File: src/rtl/tsos_pkg.sv
// Shared types and constants for the timed stepper oscillation sequencer.
// No dependencies; used by every module under rtl/ except tsos_win_mem.
`default_nettype none

package tsos_pkg;

    localparam int MAX_WINDOWS_DEF = 8;

    // Configuration register indexes
    typedef enum logic [1:0] {
        CFG_DEBOUNCE  = 2'd0,
        CFG_MAX_PLAY  = 2'd1,
        CFG_STEPS     = 2'd2,
        CFG_WIN_COUNT = 2'd3
    } cfg_idx_t;

    localparam int CFG_DATA_W = 16;
    localparam int WCOUNT_W   = 4;

    localparam logic [15:0] DEBOUNCE_RST  = 16'd50;
    localparam logic [15:0] MAX_PLAY_RST  = 16'd60;
    localparam logic [15:0] STEPS_RST     = 16'd100;
    localparam logic [3:0]  WIN_COUNT_RST = 4'd0;

    localparam int MS_PER_S = 1000;

    // Timeout threshold (max_play_s + 1) * 1000 fits in 27 bits
    localparam int THR_W = 27;
    localparam logic [THR_W-1:0] THR_RST = THR_W'((int'(MAX_PLAY_RST) + 1) * MS_PER_S);

    // secs = ((ms >> 3) * RECIP_125) >> DIV_SHIFT, exact for all 32-bit ms
    localparam int              DIV_SHIFT = 36;
    localparam int              RECIP_W   = 30;
    localparam logic [29:0]     RECIP_125 = 30'd549755814;
    localparam int              SECS_W    = 23;

    typedef enum logic [1:0] {
        ACT_NONE = 2'd0,
        ACT_CW   = 2'd1,
        ACT_CCW  = 2'd2,
        ACT_OFF  = 2'd3
    } act_t;

    typedef struct packed {
        act_t        action;
        logic        run_active;
        logic [31:0] elapsed_ms;
        logic        run_started;
        logic        run_timed_out;
    } result_t;

endpackage

`default_nettype wire

File: src/rtl/tsos_win_mem.sv
// Window table: begin/end times, one write and one registered read a cycle.
// Write data is forwarded when it hits the address being read.
`default_nettype none

module tsos_win_mem #(
    parameter int DEPTH  = 8,
    parameter int ADDR_W = 3
) (
    input  wire logic              aclk,
    input  wire logic              wr_en,
    input  wire logic [ADDR_W-1:0] wr_addr,
    input  wire logic [31:0]       wr_begin,
    input  wire logic [31:0]       wr_end,
    input  wire logic [ADDR_W-1:0] rd_addr,
    output logic      [31:0]       rd_begin,
    output logic      [31:0]       rd_end
);

    logic [31:0] begin_mem [DEPTH];
    logic [31:0] end_mem   [DEPTH];
    logic [31:0] rd_begin_reg;
    logic [31:0] rd_end_reg;

    always_ff @(posedge aclk) begin
        if (wr_en) begin
            begin_mem[wr_addr] <= wr_begin;
            end_mem[wr_addr]   <= wr_end;
        end
    end

    always_ff @(posedge aclk) begin
        if (wr_en && (wr_addr == rd_addr)) begin
            rd_begin_reg <= wr_begin;
            rd_end_reg   <= wr_end;
        end else begin
            rd_begin_reg <= begin_mem[rd_addr];
            rd_end_reg   <= end_mem[rd_addr];
        end
    end

    assign rd_begin = rd_begin_reg;
    assign rd_end   = rd_end_reg;

endmodule

`default_nettype wire

File: src/rtl/tsos_core.sv
// Sequencer state: config registers, debounce, run timing, window arming and
// the stepper oscillation. Uses tsos_pkg and tsos_win_mem.
`default_nettype none

module tsos_core #(
    parameter int MAX_WINDOWS = tsos_pkg::MAX_WINDOWS_DEF
) (
    input  wire logic                          aclk,
    input  wire logic                          aresetn,
    input  wire logic                          cfg_wr_en,
    input  wire logic [1:0]                    cfg_addr,
    input  wire logic [tsos_pkg::CFG_DATA_W-1:0] cfg_wdata,
    input  wire logic                          step_en,
    input  wire logic                          kind,
    input  wire logic                          button_level,
    input  wire logic [31:0]                   now_ms,
    input  wire logic [2:0]                    window_slot,
    input  wire logic [31:0]                   window_begin_ms,
    input  wire logic [31:0]                   window_end_ms,
    output tsos_pkg::result_t                  res
);

    localparam int CNT_W  = $clog2(MAX_WINDOWS + 1);
    localparam int ADDR_W = (MAX_WINDOWS > 1) ? $clog2(MAX_WINDOWS) : 1;

    // config
    logic [15:0]                  debounce_reg;
    logic [tsos_pkg::THR_W-1:0]   thr_reg;
    logic [15:0]                  steps_reg;
    logic [3:0]                   wcount_reg;

    // sequencer state
    logic        prev_reg, prev_next;
    logic        stable_reg, stable_next;
    logic [31:0] last_reg, last_next;
    logic        run_reg, run_next;
    logic        playing_reg, playing_next;
    logic [31:0] start_reg, start_next;
    logic [CNT_W-1:0] idx_reg, idx_next;
    logic        stop_reg, stop_next;
    logic        motor_reg, motor_next;
    logic        dir_cw_reg, dir_cw_next;
    logic [15:0] step_reg, step_next;

    logic [31:0] rd_begin, rd_end;
    logic        tick_en;
    logic        load_en;
    logic [CNT_W-1:0] nwin;

    always_ff @(posedge aclk) begin
        if (!aresetn) begin
            debounce_reg <= tsos_pkg::DEBOUNCE_RST;
            thr_reg      <= tsos_pkg::THR_RST;
            steps_reg    <= tsos_pkg::STEPS_RST;
            wcount_reg   <= tsos_pkg::WIN_COUNT_RST;
        end else if (cfg_wr_en) begin
            unique case (tsos_pkg::cfg_idx_t'(cfg_addr))
                tsos_pkg::CFG_DEBOUNCE:  debounce_reg <= cfg_wdata;
                tsos_pkg::CFG_MAX_PLAY: begin
                    // timeout when elapsed_ms >= (max_play_s + 1) * 1000
                    thr_reg <= tsos_pkg::THR_W'(
                        (tsos_pkg::THR_W'(cfg_wdata) + tsos_pkg::THR_W'(1))
                        * tsos_pkg::THR_W'(tsos_pkg::MS_PER_S));
                end
                tsos_pkg::CFG_STEPS:     steps_reg  <= cfg_wdata;
                tsos_pkg::CFG_WIN_COUNT: wcount_reg <= cfg_wdata[3:0];
                default: ;
            endcase
        end
    end

    assign nwin = (int'(wcount_reg) > MAX_WINDOWS) ? CNT_W'(MAX_WINDOWS)
                                                   : CNT_W'(wcount_reg);

    assign tick_en = step_en && !kind;
    assign load_en = step_en && kind && (int'(window_slot) < MAX_WINDOWS);

    tsos_win_mem #(
        .DEPTH  (MAX_WINDOWS),
        .ADDR_W (ADDR_W)
    ) u_win_mem (
        .aclk     (aclk),
        .wr_en    (load_en),
        .wr_addr  (ADDR_W'(window_slot)),
        .wr_begin (window_begin_ms),
        .wr_end   (window_end_ms),
        .rd_addr  (idx_next[ADDR_W-1:0]),
        .rd_begin (rd_begin),
        .rd_end   (rd_end)
    );

    always_comb begin
        logic        changed;
        logic        settle;
        logic        run1;
        logic        start;
        logic [31:0] elapsed;
        logic        tmo;
        logic        run2;
        logic [CNT_W-1:0] idx1;
        logic        motor2;
        logic        in_win;
        tsos_pkg::act_t action;

        changed = (button_level != prev_reg);
        settle  = !changed && ((now_ms - last_reg) > 32'(debounce_reg))
                  && (button_level != stable_reg);
        run1    = run_reg || (settle && !button_level);
        start   = run1 && !playing_reg;

        start_next = start ? now_ms : start_reg;
        elapsed    = now_ms - start_next;
        tmo        = run1 && (elapsed >= 32'(thr_reg));
        run2       = run1 && !tmo;

        prev_next    = button_level;
        stable_next  = settle ? button_level : stable_reg;
        last_next    = changed ? now_ms : last_reg;
        run_next     = run2;
        playing_next = (playing_reg || start) && !tmo;

        idx1       = tmo ? '0 : idx_reg;
        stop_next  = tmo ? 1'b0 : stop_reg;
        motor_next = tmo ? 1'b0 : motor_reg;
        step_next  = tmo ? '0 : step_reg;
        dir_cw_next = dir_cw_reg;
        action     = tmo ? tsos_pkg::ACT_OFF : tsos_pkg::ACT_NONE;

        in_win = (idx1 < nwin);
        motor2 = motor_next || (run2 && in_win
                 && (elapsed > rd_begin) && (elapsed < rd_end));
        motor_next = motor2;

        if (motor2) begin
            if (step_next < steps_reg) begin
                action    = dir_cw_reg ? tsos_pkg::ACT_CW : tsos_pkg::ACT_CCW;
                step_next = step_next + 16'd1;
            end else if (dir_cw_reg) begin
                step_next   = '0;
                dir_cw_next = 1'b0;
            end else if (stop_next) begin
                motor_next = 1'b0;
                action     = tsos_pkg::ACT_OFF;
                step_next  = '0;
            end else begin
                step_next   = '0;
                dir_cw_next = 1'b1;
            end
        end

        idx_next = idx1;
        if (run2 && motor_next && in_win && (elapsed > rd_end)) begin
            stop_next = 1'b1;
            idx_next  = idx1 + CNT_W'(1);
        end

        // read address follows the index only when a tick is taken
        if (!tick_en) begin
            idx_next = idx_reg;
        end

        if (kind) begin
            res.action        = tsos_pkg::ACT_NONE;
            res.run_active    = run_reg;
            res.elapsed_ms    = '0;
            res.run_started   = 1'b0;
            res.run_timed_out = 1'b0;
        end else begin
            res.action        = action;
            res.run_active    = run2;
            res.elapsed_ms    = elapsed;
            res.run_started   = start;
            res.run_timed_out = tmo;
        end
    end

    always_ff @(posedge aclk) begin
        if (!aresetn) begin
            prev_reg    <= 1'b1;
            stable_reg  <= 1'b1;
            last_reg    <= '0;
            run_reg     <= 1'b0;
            playing_reg <= 1'b0;
            start_reg   <= '0;
            idx_reg     <= '0;
            stop_reg    <= 1'b0;
            motor_reg   <= 1'b0;
            dir_cw_reg  <= 1'b1;
            step_reg    <= '0;
        end else if (tick_en) begin
            prev_reg    <= prev_next;
            stable_reg  <= stable_next;
            last_reg    <= last_next;
            run_reg     <= run_next;
            playing_reg <= playing_next;
            start_reg   <= start_next;
            idx_reg     <= idx_next;
            stop_reg    <= stop_next;
            motor_reg   <= motor_next;
            dir_cw_reg  <= dir_cw_next;
            step_reg    <= step_next;
        end
    end

endmodule

`default_nettype wire

File: src/rtl/tsos_out.sv
// Output stage: converts elapsed ms to whole seconds by reciprocal multiply
// and holds the result transfer. Uses tsos_pkg.
`default_nettype none

module tsos_out (
    input  wire logic              aclk,
    input  wire logic              aresetn,
    input  wire logic              in_valid,
    input  wire tsos_pkg::result_t in_res,
    output logic                   in_ready,
    output logic                   m_tvalid,
    input  wire logic              m_tready,
    output logic [31:0]            m_tdata
);

    localparam int Q_W    = 32 - 3;
    localparam int PROD_W = Q_W + tsos_pkg::RECIP_W;

    logic                        valid_reg;
    logic [1:0]                  action_reg;
    logic                        active_reg;
    logic [tsos_pkg::SECS_W-1:0] secs_reg;
    logic                        started_reg;
    logic                        tmo_reg;
    logic [PROD_W-1:0]           prod;

    // ms / 1000 = (ms / 8) / 125
    assign prod = PROD_W'(in_res.elapsed_ms[31:3]) * PROD_W'(tsos_pkg::RECIP_125);

    assign in_ready = !valid_reg || m_tready;

    always_ff @(posedge aclk) begin
        if (!aresetn) begin
            valid_reg <= 1'b0;
        end else if (in_ready) begin
            valid_reg <= in_valid;
        end
    end

    always_ff @(posedge aclk) begin
        if (in_ready && in_valid) begin
            action_reg  <= in_res.action;
            active_reg  <= in_res.run_active;
            secs_reg    <= prod[tsos_pkg::DIV_SHIFT + tsos_pkg::SECS_W - 1:tsos_pkg::DIV_SHIFT];
            started_reg <= in_res.run_started;
            tmo_reg     <= in_res.run_timed_out;
        end
    end

    assign m_tvalid = valid_reg;
    assign m_tdata  = {4'b0000, tmo_reg, started_reg, secs_reg, active_reg, action_reg};

endmodule

`default_nettype wire

File: src/rtl/timed_stepper_oscillation_sequencer.sv
// Timed stepper oscillation sequencer, top level. Uses tsos_pkg, tsos_core, tsos_out.
// Result path: input register, state stage register, output register.
// Throughput: one item per cycle unless the result stream stalls; the whole state
// update for an item is combinational between the input and state stage registers.
// Reset (aresetn low, synchronous): pipeline empty, config back to defaults,
// run stopped, clockwise first. Window table contents are undefined until loaded.
`default_nettype none

module timed_stepper_oscillation_sequencer #(
    parameter int MAX_WINDOWS = tsos_pkg::MAX_WINDOWS_DEF
) (
    input  wire logic         aclk,
    input  wire logic         aresetn,
    // configuration
    input  wire logic         cfg_wr_en,
    input  wire logic [1:0]   cfg_addr,
    input  wire logic [15:0]  cfg_wdata,
    // input stream
    input  wire logic         s_tvalid,
    output logic              s_tready,
    // [0] button_level, [32:1] now_ms, [35:33] window_slot,
    // [67:36] window_begin_ms, [99:68] window_end_ms, [103:100] zero
    input  wire logic [103:0] s_tdata,
    // [0] kind
    input  wire logic         s_tuser,
    // result stream
    output logic              m_tvalid,
    input  wire logic         m_tready,
    // [1:0] step_action, [2] run_active, [25:3] run_secs, [26] run_started,
    // [27] run_timed_out, [31:28] zero
    output logic [31:0]       m_tdata
);

    logic        a_valid_reg;
    logic        a_kind_reg;
    logic        a_level_reg;
    logic [31:0] a_now_reg;
    logic [2:0]  a_slot_reg;
    logic [31:0] a_begin_reg;
    logic [31:0] a_end_reg;

    logic              b_valid_reg;
    tsos_pkg::result_t b_res_reg;
    tsos_pkg::result_t core_res;

    logic c_ready;
    logic b_ready;
    logic a_fire;

    assign b_ready  = !b_valid_reg || c_ready;
    assign a_fire   = a_valid_reg && b_ready;
    assign s_tready = !a_valid_reg || b_ready;

    always_ff @(posedge aclk) begin
        if (!aresetn) begin
            a_valid_reg <= 1'b0;
        end else if (s_tready) begin
            a_valid_reg <= s_tvalid;
        end
    end

    always_ff @(posedge aclk) begin
        if (s_tready && s_tvalid) begin
            a_kind_reg  <= s_tuser;
            a_level_reg <= s_tdata[0];
            a_now_reg   <= s_tdata[32:1];
            a_slot_reg  <= s_tdata[35:33];
            a_begin_reg <= s_tdata[67:36];
            a_end_reg   <= s_tdata[99:68];
        end
    end

    tsos_core #(
        .MAX_WINDOWS (MAX_WINDOWS)
    ) u_core (
        .aclk            (aclk),
        .aresetn         (aresetn),
        .cfg_wr_en       (cfg_wr_en),
        .cfg_addr        (cfg_addr),
        .cfg_wdata       (cfg_wdata),
        .step_en         (a_fire),
        .kind            (a_kind_reg),
        .button_level    (a_level_reg),
        .now_ms          (a_now_reg),
        .window_slot     (a_slot_reg),
        .window_begin_ms (a_begin_reg),
        .window_end_ms   (a_end_reg),
        .res             (core_res)
    );

    always_ff @(posedge aclk) begin
        if (!aresetn) begin
            b_valid_reg <= 1'b0;
        end else if (b_ready) begin
            b_valid_reg <= a_valid_reg;
        end
    end

    always_ff @(posedge aclk) begin
        if (a_fire) begin
            b_res_reg <= core_res;
        end
    end

    tsos_out u_out (
        .aclk     (aclk),
        .aresetn  (aresetn),
        .in_valid (b_valid_reg),
        .in_res   (b_res_reg),
        .in_ready (c_ready),
        .m_tvalid (m_tvalid),
        .m_tready (m_tready),
        .m_tdata  (m_tdata)
    );

endmodule

`default_nettype wire

File: config.mk
export PLATFORM = sky130hd
export DESIGN_NAME = timed_stepper_oscillation_sequencer
export DESIGN_NICKNAME = d
export VERILOG_FILES = /design/src/rtl/tsos_pkg.sv /design/src/rtl/tsos_win_mem.sv /design/src/rtl/tsos_core.sv /design/src/rtl/tsos_out.sv /design/src/rtl/timed_stepper_oscillation_sequencer.sv
export SDC_FILE = /design/constraint.sdc
export NUM_CORES = 2
export LEC_CHECK = 0
export BUFFER_PORTS_ARGS = -buffer_cell sky130_fd_sc_hd__buf_4
export CAP_MARGIN = 20
export CORE_ASPECT_RATIO = 2
export CORE_MARGIN = 8
export CORE_UTILIZATION = 60
export DETAILED_ROUTE_END_ITERATION = 16
export PLACE_DENSITY = 0.77
export SYNTH_ARGS = -nofsm -noshare
export SYNTH_HDL_FRONTEND = slang
export SYNTH_SLANG_ARGS = --single-unit
File: constraint.sdc
create_clock -name aclk -period 38.3 [get_ports aclk]
set_clock_uncertainty 0.2 [all_clocks]
set_input_delay 9.575 -clock aclk [delete_from_list [all_inputs] [get_ports aclk]]
set_output_delay 9.575 -clock aclk [all_outputs]
set_load 0.02 [all_outputs]
Yosys cells after proc, flatten, opt, wreduce, memory -nomap -nowiden:

Memory sizes are Yosys's and may differ from the RTL's. A register that Yosys moved wholly into a read port is not among the register bits.
Cells that the tools add are included.

* register bits: 320
* output and inout port bits: 34
* memories: 2
* input port bits: 128
* RAM bits: 512

* eq/ne operators: 5
* multipliers: 2
* mux-type cells: 25
* $add $sub $neg: 5
* bitwise logic cells: 1
* $lt $le $gt $ge: 8
* reductions and logical operators: 40

Memory list
* u_core.u_win_mem.begin_mem: words 8, bits a word 32, rd ports 1, clocked after Yosys merged registers in 1, write ports 1, line tsos_win_mem.sv:19 `logic [31:0] begin_mem [DEPTH];`
* u_core.u_win_mem.end_mem: words 8, bits a word 32, rd ports 1, clocked after Yosys merged registers in 1, write ports 1, line tsos_win_mem.sv:20 `logic [31:0] end_mem [DEPTH];`

Operators by type and width (number)
* $gt A32 B32 Y1: 2
* $sub A32 B32 Y32: 2
* $mul A29 B29 Y58 const B: 1
* $mux W16: 3
* $mux W35: 1
* $ge A32 B27 Y1: 1
* $gt A32 B16 Y1: 1
* $lt A32 B32 Y1: 1
* $mux W32: 1
* $mul A27 B7 Y24 const B: 1
* $logic_and A1 B1 Y1: 18
* $add A16 B1 Y17 const B: 1
* $add A16 B1 Y16 const B: 1
* $lt A16 B16 Y1: 1
* $mux W2: 6
* $mux W4: 3
* $reduce_and A2 Y1: 6
* $mux W1: 10
* $logic_not A1 Y1: 8
* $logic_or A1 B1 Y1: 6
* $add A4 B1 Y4 const B: 1
* $eq A2 B2 Y1 const B: 2
* $gt A4 B4 Y1 const B: 1
* $lt A4 B4 Y1: 1
* other kinds (6): 7

Longest topological paths before layout:

* depth in word-level cells: 23
* gate-level depth with buffers: 65
* gate-level depth less buffers: 61

Cells and area by module:

A second synthesis with hierarchy kept.

* cells, all modules: 4487
* area total of the unflattened synthesis: 54581.1 sq um

By module, submodules not included
* tsos_win_mem: cells an instance 755, times used 1, area each 19326.0 sq um
* tsos_core: cells an instance 2109, times used 1, area each 16430.8 sq um
* tsos_out: cells an instance 1476, times used 1, area each 14576.5 sq um
* timed_stepper_oscillation_sequencer: cells an instance 147, times used 1, area each 4247.8 sq um

Least setup slack after synthesis:

Ideal clock, no wire load.

* kind: input port to output port
* from: input port m_tready
* to: output port s_tready
* arrival time: 10.070 ns
* path buffers: 0
* required time: 28.525 ns
* path slack: 18.455 ns
* cell stages on the path: 2
* cell sequence: nor2b_1 -> nand3_1

* word-level cells in the longest chain between the ends: 3

Ends and longest elaborated chain
* from (decl): line timed_stepper_oscillation_sequencer.sv:28 `input wire logic m_tready,`
* $logic_or A1 B1 Y1: line tsos_out.sv:30 `assign in_ready = !valid_reg || m_tready;`
* $logic_or A1 B1 Y1: line timed_stepper_oscillation_sequencer.sv:50 `assign b_ready = !b_valid_reg || c_ready;`
* $logic_or A1 B1 Y1: line timed_stepper_oscillation_sequencer.sv:52 `assign s_tready = !a_valid_reg || b_ready;`
* to (decl): line timed_stepper_oscillation_sequencer.sv:20 `output logic s_tready,`

Every way passes these cells.

Worst setup path in the final report:

Same ends and word-level chain as after synthesis.

==> impl_metrics.yaml <==
synthesis:
  synth_area_um2: 53300
  netlist_instances: 4289
  synth_flop_cell: "edfxtp_1"
  synth_edf_count: 675
  yosys_warnings: 0
  netlist_top_cells_area: "edfxtp_1, ha_1, fa_1"
  synth_cell_types: 97
  ys_ff_latch: 832
  syn_avg_cell_area_um2: 12.4
  yosysTopAreaCell: "edfxtp_1"
  synth-seq-area-share_pct: 43.9
  synth_top_area_share_pct: 38.0
  async_flop_share_pct: 0
power:
  ir_drop_v: 0.000134
  p_leak_nw: 24.1
  seqPwrFrac_pct: 24.1
  power_mw: 4.56
  comb_power_share_pct: 59.2
  p_per_area_nw_per_um2: 77.9
  p_sw_share_pct: 41.3
  internal_power_mw: 2.68
  p_clk_share_pct: 16.7
  switchingPower_mw: 1.88
floorplan:
  die_h_um: 438
  placement_rows: 154
  start_util_pct: 60.5
  die_x_um: 227
  dieArea_um2: 99200
  core_area_um2: 88100
  io_pins: 162
timing:
  post-route-min-period_ns: 20.43
  max_freq_mhz: 49.0
  rsz0062_at_grt: "no"
  finalCritPeriodShare_pct: 53.3
  hold_viol_final: 0
  max_slew.worst_pin.slew_ns: 1.10
  finalSetupViolCount: 0
  relSlewSlack_pct: 26.0
  fin_setup_tns_ns: 0
  drv_slew: 0
clocking:
  cts_setup_buffers: 0
  cts-resized-gates: 0
  cts.path.max_buffers: 3
  h-tree-depth: 3
  cts_buffers: 72
  cts.sinks: 832
  root_buffer: "clkbuf_16"
  hold_buffers: 0
  clkTransAtPathRegs_ns: 0.08
  clk_latency_ns: 0.67
  cts_tree: "built"
grt:
  grt_pass1_vias: 36600
  grt_max_degree: 85
  antenna_found_initial: 8
  grt_usage_pct: 27.5
  overflow: 0
  grt_pass1_wl_um: 204000
placement:
  io_buffers: 153
  gp_congestion: 0.942
  place_hpwl_um: 101000
  placement.cell_area_um2: 56000
finish:
  fin_util_pct: 66.4
  nets: 5514
  drive_above_1_share_pct: 11.5
  final_cell_area_um2: 58500
  area_delta_synth_final_pct: 9.77
flow_run:
  drv_cap: 0
setup_path:
  critPathMaxFanout: 6
  cp-end-kind: "output port"
  cpPeakStageDelay_ns: 0.58
  required_ns: 28.52
  arrival_ns: 10.65
  crit_path_top_delay_cell: "nor2b_1"
  rrSetupSlack_ns: 21.58
  start_kind: "primary input"
  crit_path_frequent_cell: "buf_4"
  path_class: "in2out"
  crit_chain: "buf_4, nor2b_1, nand3_1, buf_4"
route:
  routed_wl_um: 135000
  routedWlPerCell_um: 23.7
  drc: 0
  first_pass_iters: 8
  vias: 34300
  viasPerCell: 6.02
  ant_nets: 0
  first_iter_violations: 2051
status:
  status: "finished clean"
hold_path:
  hold_path.class: "reg2reg"
per-stage QoR:
stage | setup slack, ns | hold WS [ns] | instances
6_report | 17.87 | 0.211 | 5691
5_1_grt | 17.78 | 0.231 | 5686
4_1_cts | 17.87 | 0.219 | 5680
3_5_place_dp | 17.87 | 0.220 | 5549
3_3_place_gp | 17.89 | 0.203 | 5549
2_1_floorplan | 18.45 | 0.200 | 4292
worst max-delay path: cells and delay by family:
kind	cells	cell delay, ns
buffers and inverters	2	0.31
AND/OR/NAND/NOR	2	0.77
cell usage in the layout (no fill, tap or decap), types with 9 or more instances in the layout:
cell type,n
buf_4,218
edfxtp_1,675
a211oi_1,48
nor3_1,42
nand4_1,48
o21bai_1,23
and4_1,9
nand3_1,44
o211ai_1,29
ha_1,605
clkbuf_16,74
and2_1,27
and3_1,18
o31ai_1,12
dfxtp_1,154
fa_1,324
o21ai_0,82
clkbuf_1,15
clkinv_2,9
xor2_1,33
inv_1,666
mux2i_1,98
or3_1,13
nand2b_1,30
nor2_1,144
nand2_1,259
nor2b_1,57
o21a_1,33
mux4_2,128
a21oi_1,211
or2_2,13
a31oi_1,19
a21o_1,82
xnor2_1,65
kinds of logic (layout without fill, tap and decap cells):
family          after synthesis  count (layout)  share of synthesized area, %
compound gates              647             647                          8.01
flops                       832             832                          43.9
other cells                   1              11                       0.00704
xor+xnor                     99              99                          1.63
mux                         230             230                          7.33
buf+inv                     796            1018                          5.72
fa+ha+maj                   929             929                          26.4
simple gates                755             755                          7.00
cell usage after synthesis (18+ instances only):
library cell	count
edfxtp_1	675
inv_1	666
ha_1	605
fa_1	324
nand2_1	259
a21oi_1	211
dfxtp_1	157
nor2_1	150
mux4_2	128
mux2i_1	98
clkbuf_1	96
a21o_1	82
o21ai_0	82
xnor2_1	66
nor2b_1	59
a211oi_1	48
nand4_1	48
nand3_1	44
nor3_1	44
o21a_1	33
xor2_1	33
nand2b_1	30
o211ai_1	29
and2_1	27
o21bai_1	23
a31oi_1	20
and3_1	18
power by group through the flow:
stage | logic (mW) | clock network, mW | registers [mW]
3_5_place_dp | 2.68 | 0 | 1.12
2_1_floorplan | 1.94 | 0 | 1.12
5_1_grt | 3.07 | 0.802 | 1.10
6_report | 2.70 | 0.762 | 1.10
3_3_place_gp | 2.59 | 0 | 1.12
4_1_cts | 2.71 | 0.772 | 1.10
final timing paths:
path                startpoint                  end  cells past startpoint
setup / recovery      m_tready             s_tready                      4
hold / removal    b_res_reg[1]    u_out.started_reg                      0
setup reg to reg  a_now_reg[1]  u_core.step_reg[15]                     55
hold reg to reg   b_res_reg[1]    u_out.started_reg                      0
per-layer routing:
layer	track usage [%]	up-vias	wire, µm
li1	-	15500	-
met1	26.9	17100	43700
met2	49.9	1195	71000
met3	4.36	494	6900
met4	22.3	4	13000
met5	0	-	24
area by class of cell:
class	count	area [µm²]
Fill cell	6441	29500
Multi-Input combinational cell	2664	27000
Sequential cell	832	23400
Inverter	667	2510
Clock buffer	93	1960
Timing Repair Buffer	220	1690
Tap cell	1170	1460
Clock inverter	38	472
Antenna cell	7	17.5
Power figures use the tool's default switching activity.
